[config.mk]
export PLATFORM = sky130hd
export DESIGN_NAME = oets_cell
export DESIGN_NICKNAME = d
export VERILOG_FILES = /design/src/rtl/oets_pkg.sv /design/src/rtl/oets_cell.sv
export SDC_FILE = /design/constraint.sdc
export NUM_CORES = 1
export LEC_CHECK = 0
export BUFFER_PORTS_ARGS = -buffer_cell sky130_fd_sc_hd__buf_2
export CAP_MARGIN = 40
export CORE_MARGIN = 5
export CORE_UTILIZATION = 49
export CTS_BUF_LIST = sky130_fd_sc_hd__clkbuf_8
export CTS_CLUSTER_DIAMETER = 80
export DETAILED_ROUTE_END_ITERATION = 16
export PLACE_DENSITY = 0.82
export SYNTH_ARGS = -nofsm -noshare
export SYNTH_HDL_FRONTEND = slang
export SYNTH_SLANG_ARGS = --single-unit
[constraint.sdc]
create_clock -name clk_i -period 4.3 [get_ports clk_i]
set_clock_uncertainty 0.2 [all_clocks]
set_input_delay 0.86 -clock clk_i [delete_from_list [all_inputs] [get_ports clk_i]]
set_output_delay 0.86 -clock clk_i [all_outputs]
set_load 0.03 [all_outputs]
[src/rtl/oets_pkg.sv]
// Package: shared constants and types of the odd-even transposition sorter.
`timescale 1ns / 1ps
`default_nettype none

package oets_pkg;

  // Fixed width of the channel value fields
  localparam int unsigned VALUE_W = 32;

  // Defaults for the top-level parameters
  localparam int unsigned DEF_MAX_ELEMENTS = 32;
  localparam int unsigned DEF_DATA_WIDTH   = 32;

  // Per-cycle operation applied to the whole cell chain
  typedef enum logic [1:0] {
    OP_HOLD,
    OP_SHIFT_UP,    // cell i takes cell i-1, cell 0 takes the input value
    OP_SORT,        // one compare-exchange phase
    OP_SHIFT_DOWN   // cell i takes cell i+1, cell 0 is presented at the output
  } oets_op_e;

  // Sequencer states
  typedef enum logic [1:0] {
    ST_LOAD,
    ST_SORT,
    ST_EMIT
  } oets_state_e;

  // Control handed to each cell
  typedef struct packed {
    oets_op_e op;
    logic     take_min;  // lower cell of an active pair
    logic     take_max;  // upper cell of an active pair
  } oets_cell_ctrl_t;

endpackage : oets_pkg

`default_nettype wire

[src/rtl/oets_cell.sv]
// Module: one storage cell of the sorting chain with its compare-exchange logic.
`timescale 1ns / 1ps
`default_nettype none

module oets_cell
  import oets_pkg::*;
#(
  parameter int unsigned DATA_WIDTH = DEF_DATA_WIDTH
) (
  input  wire logic                         clk_i,
  input  wire oets_cell_ctrl_t              ctrl_i,
  input  wire logic signed [DATA_WIDTH-1:0] left_val_i,
  input  wire logic                         left_gt_i,
  input  wire logic signed [DATA_WIDTH-1:0] right_val_i,
  output logic signed [DATA_WIDTH-1:0]      val_o,
  output logic                              gt_o
);

  logic signed [DATA_WIDTH-1:0] val_q, val_d;

  // this cell greater than its upper neighbor
  assign gt_o  = (val_q > right_val_i);
  assign val_o = val_q;

  always_comb begin
    val_d = val_q;
    case (ctrl_i.op)
      OP_SHIFT_UP:   val_d = left_val_i;
      OP_SHIFT_DOWN: val_d = right_val_i;
      OP_SORT: begin
        if (ctrl_i.take_min && gt_o) begin
          val_d = right_val_i;
        end else if (ctrl_i.take_max && left_gt_i) begin
          val_d = left_val_i;
        end
      end
      default: val_d = val_q;
    endcase
  end

  always_ff @(posedge clk_i) begin
    val_q <= val_d;
  end

endmodule : oets_cell

`default_nettype wire

---- Word-level counts from Yosys, hierarchy flattened ----
Index checks and enable logic that the tools add are counted.
storage, ports and cells
  flip-flop bits (word level) ............. 32
  latch bits .............................. 0
  memory bits (writable) .................. 0
  bits in read-only memories .............. 0
  logic and storage cells ................. 13
  memories kept ........................... 0
cells by class
  add/sub/neg operators ................... 0
  multipliers ............................. 0
  div/mod/pow operators ................... 0
  order comparisons ....................... 1
  equality and inequality tests ........... 4
  shift-type cells ........................ 0
  muxes and demuxes ....................... 3
  bitwise gates (word level) .............. 0
  reductions and logical operators ........ 4
operators with widths
  operator                                                         number
  32-bit one-hot mux with 3 select lines                           1
  32-bit two-way mux                                               2
  32-bit > comparator                                              1
  2-bit == test, second input constant                             2
  3-bit != test, second input constant                             1
  3-bit nonzero test                                               1
  2-bit by 1-bit == test with 1-bit output, second input constant  1
  1-bit logical AND                                                2
  2-bit AND reduction                                              1

---- Depth between registers and ports, before layout ----
  depth in word-level cells ............... 4
  mapped depth ............................ 10
  depth with buffers taken out ............ 9

---- Worst setup path before layout ----
Ideal clock, no wire load.
  kind .................................... input to register
  from .................................... in right_val_i[14]
  to ...................................... reg val_q[0] (netlist: val_o[0]), enable pin
  setup time .............................. 0.396 ns
  arrival ................................. 3.570 ns
  required time ........................... 3.704 ns
  path slack .............................. 0.134 ns
  stages .................................. 9
  path through ............................ inv_1 -> ha_1 -> nand4_1 -> nor4_1 -> o21ai_0 -> a31oi_1 -> nand3_1 -> a21oi_1 -> a311o_1
on the way
  cells in the longest elaborated chain, start to end .. 4
ends and longest elaborated chain
  what                           RTL line         source
  from (decl)                    oets_cell.sv:14  input wire logic signed [DATA_WIDTH-1:0] right_val_i,
  32-bit > comparator            oets_cell.sv:22  assign gt_o = (val_q > right_val_i);
  via gt_o                       oets_cell.sv:16  output logic gt_o
  1-bit logical AND              oets_cell.sv:31  if (ctrl_i.take_min && gt_o) begin
  3-bit != test (no line)        n/a
  2-bit AND reduction (no line)  n/a
  to (signal assigned)           oets_cell.sv:42  val_q <= val_d;
  to (decl)                      oets_cell.sv:19  logic signed [DATA_WIDTH-1:0] val_q, val_d;
The timed path passes the listed nets, and every way through them passes these cells.
A chain may end at the register's enable or synchronous reset.

---- Worst setup path in the final report ----
  from .................................... in right_val_i[14]
  to ...................................... out gt_o
on the way
  cells in the longest elaborated chain, start to end .. 1
ends and longest elaborated chain
  what                 RTL line
  32-bit > comparator  oets_cell.sv:22
  to (decl)            oets_cell.sv:16
No other way between the ends.

==> summary.txt <==
FLOORPLANNING
--------------------------------------------------------------------------------
Floorplan Core Area                                                    4723 um^2
Horizontal die dimension                                                79.53 um
Initial Utilization                                                       0.5015
Die height                                                              79.53 um
Number of placement rows                                                      25
Die footprint                                                          6324 um^2
Num ports                                                                    103

WORST SETUP PATH
--------------------------------------------------------------------------------
Classification of the worst setup path                                    in2out
R2R Setup Slk                                                            0.98 ns
Crit path max fanout                                                           3
Reg2reg end                                                            val_o[27]
Number of cells on the worst reg-to-reg path                                   8
Type of element capturing the critical path                          output port
Data required time of the critical path                                  3.24 ns
Crit path arrival time                                                   2.78 ns
Source of the worst register-to-register timing path                   val_o[15]
Element type at the critical path start                             primary input

ROUTE
--------------------------------------------------------------------------------
Average detailed-routed wire length per instance                        14.83 um
Post-detailed-routing wire length                                       5.517 mm
DRC marker count from the first detailed-route iteration                      34
Overall via count from detail_route                                        1,869
Post-detailed-route count of antenna-violating nets                            0
Vias per cell                                                              5.024
Pre-Repair DR Iteration Count                                                  4
Remaining routing DRC violations                                               0

TIMING
--------------------------------------------------------------------------------
Final Critical Period                                                   3.836 ns
Highest Clock Rate                                                    0.2607 GHz
Slew at the pin with the worst max-slew slack                          0.7830 ns
Sum of negative setup slack                                                 0 ns
Setup-violating endpoint count in the final report                             0
RSZ-0062 raised after global routing                                       false
Max-Slew Margin vs Limit                                                  0.4780
Final hold vios                                                                0
Final clock period utilization by the worst path                          0.8920
Max Transition Viols Final                                                     0

LAYOUT
--------------------------------------------------------------------------------
Commonest non-fill, non-tap cell in the layout                      sky130_fd_sc_hd__buf_2
Filler Cells Inserted                                                        396
Commonest non-fill, non-tap cells in the layout                     sky130_fd_sc_hd__buf_2, sky130_fd_sc_hd__inv_1, sky130_fd_sc_hd__ha_1, sky130_fd_sc_hd__edfxtp_1, sky130_fd_sc_hd__mux2_4
Share of layout cells above drive strength 1                              0.4787
Net count, final                                                             406
Antenna cells                                                                  0
Synth-to-Final Area Change                                                28.05%
Max reg flops                                                                 32
Reg area                                                              960.9 um^2
Utilization after layout                                                  0.6421
Area of combinational cells with multiple inputs                       1244 um^2

LOGIC SYNTHESIS
--------------------------------------------------------------------------------
Count of flip-flops with a built-in enable after synthesis                    32
Count of different cell masters after synthesis                               29
Synthesized Nets                                                             298
Sequential cell area fraction in the yosys report                         0.4057
Async S/R FF share, synth                                                      0
Yosys warns                                                                    0
Number of standard cells after synthesis                                     196
Most used flip-flop cell after synthesis                            sky130_fd_sc_hd__edfxtp_1
Number of synthesized register bits                                           32
Mapped Avg Cell Area                                                  12.08 um^2
Synthesized cell area                                                  2369 um^2

PWR
--------------------------------------------------------------------------------
Proportion of power drawn by the clock network                             0.221
Gate power share                                                           0.360
Lkg Pwr                                                              0.001628 uW
Internal Pwr Total                                                      647.0 uW
Switching power                                                         333.3 uW
Part of the power in registers                                             0.419
Power Density                                                       323.2 nW/um^2
Switching share of power                                                  0.3400
Worst IR Drop VDD                                                       172.4 uV

GLOBAL ROUTING
--------------------------------------------------------------------------------
Largest net degree at the start of global routing                             33
Number of antenna violations at the first check in global routing              0
Aggregate global routing overflow                                              0
Number of global-route vias before repair                                  1,947
Overall global routing resource usage                                     0.1817
Wire length of the first global-routing pass                            9.018 mm

PLACED DESIGN
--------------------------------------------------------------------------------
Half-perimeter wire length of the detailed placement result             4.624 mm
Count of input and output buffers                                            102
Routability Congestion                                                    0.7093

CLOCK NETWORK
--------------------------------------------------------------------------------
Clock tree root buffer cell                                         sky130_fd_sc_hd__clkbuf_8
Number of hold buffers added after CTS                                         0
Clock network latency to the later pin of the worst-skew pair            0.28 ns
Clk sink count                                                                32
TritonCTS clock tree                                                         yes
Total setup buffers inserted after CTS                                         0
Longest Clk Path Bufs                                                          2
Count of H-tree levels built during CTS                                        2
CTS clk-pin slew, worst paths                                            0.07 ns
CTS resizes                                                                    0
Number of buffers added by the clock tree synthesis step                       5

STATUS
--------------------------------------------------------------------------------
Result of the run                                                      completed

MIN PATH
--------------------------------------------------------------------------------
Hold Crit Start                                                     left_val_i[0]
Path category of the worst min-delay check                                in2reg
Hold depth                                                                     2
Endpoint with the worst hold slack                                      val_o[0]

RUN
--------------------------------------------------------------------------------
Max-cap check violation count                                                  0

==> layer usage <==
layer,up-vias,GRT usage,share of wire
met2,75,0.3306,0.50
met5,-,0,0
met4,0,0.03608,0.0076
li1,931,-,-
met3,4,0.04853,0.089
met1,859,0.2134,0.40
==> final cells by class <==
class                   instances  share of cell area
clock buffers                   5             0.02269
clock inverters                 3            0.003713
inverters                      37             0.04579
multi-input cells             124              0.4101
flip-flops and latches         32              0.3168
well taps                      67             0.02764
repair buffers                104              0.1733
==> cells in the mapped netlist (2+ instances only) <==
cell type,instances,share of area
sky130_fd_sc_hd__inv_1,37,0.059
sky130_fd_sc_hd__edfxtp_1,32,0.41
sky130_fd_sc_hd__ha_1,32,0.17
sky130_fd_sc_hd__mux2_4,30,0.19
sky130_fd_sc_hd__a21oi_1,14,0.030
sky130_fd_sc_hd__nand2_1,11,0.017
sky130_fd_sc_hd__o21ai_0,7,0.015
sky130_fd_sc_hd__nand4_1,5,0.013
sky130_fd_sc_hd__buf_6,3,0.014
sky130_fd_sc_hd__nand3_1,3,0.0063
sky130_fd_sc_hd__nor2_1,3,0.0048
sky130_fd_sc_hd__mux2_2,2,0.0095
==> critical path: stages <==
cell,delay (ns)
sky130_fd_sc_hd__buf_2,0.09
sky130_fd_sc_hd__inv_1,0.04
sky130_fd_sc_hd__ha_1,0.29
sky130_fd_sc_hd__nand4_1,0.17
sky130_fd_sc_hd__nor4_1,0.38
sky130_fd_sc_hd__o21ai_0,0.15
sky130_fd_sc_hd__a31oi_1,0.23
sky130_fd_sc_hd__nand3_1,0.11
sky130_fd_sc_hd__a21oi_1,0.20
sky130_fd_sc_hd__buf_2,0.25
==> power by group through the flow <==
stage	clock network (uW)	logic, uW	registers, uW
after floorplan	0	175	484
after global placement	0	345	415
after detailed placement	0	356	418
after CTS	222	358	411
after global routing	237	387	415
final	217	353	411
==> per-stage QoR <==
stage	power, uW	setup WS, ns	cell area, um^2	instances	hold WS [ns]
floorplan	659.7	0.1343	2369	196	0.8775
global placement	760.4	0.5417	2953	364	0.9596
detailed placement	773.6	0.4292	2953	364	0.9635
CTS	991.4	0.4457	3033	372	0.6691
global route	1040	0.2317	3033	372	0.6639
finish	980.3	0.4643	3033	372	0.6754
==> worst max path at each step <==
stage,from,to,slack (ns),cells after the start
after floorplan,right_val_i[14],val_o[0],0.13,9
after global placement,right_val_i[31],gt_o,0.54,10
after detailed placement,right_val_i[14],val_o[22],0.43,10
after CTS,right_val_i[14],gt_o,0.45,10
after global routing,right_val_i[15],gt_o,0.23,10
final,right_val_i[14],gt_o,0.46,10
==> cells by family (layout without fill, tap and decap cells) <==
kind of cell	Yosys count	after routing	synth area share
multiplexers	32	32	0.1997
AND/OR/NAND/NOR	30	30	0.07607
buffers and inverters	40	149	0.07290
adder cells (fa/ha/maj)	32	32	0.1690
flip-flops	32	32	0.4057
AO/OA/AOI/OAI	30	30	0.07660
No activity file was read; power rests on OpenSTA's default activity.
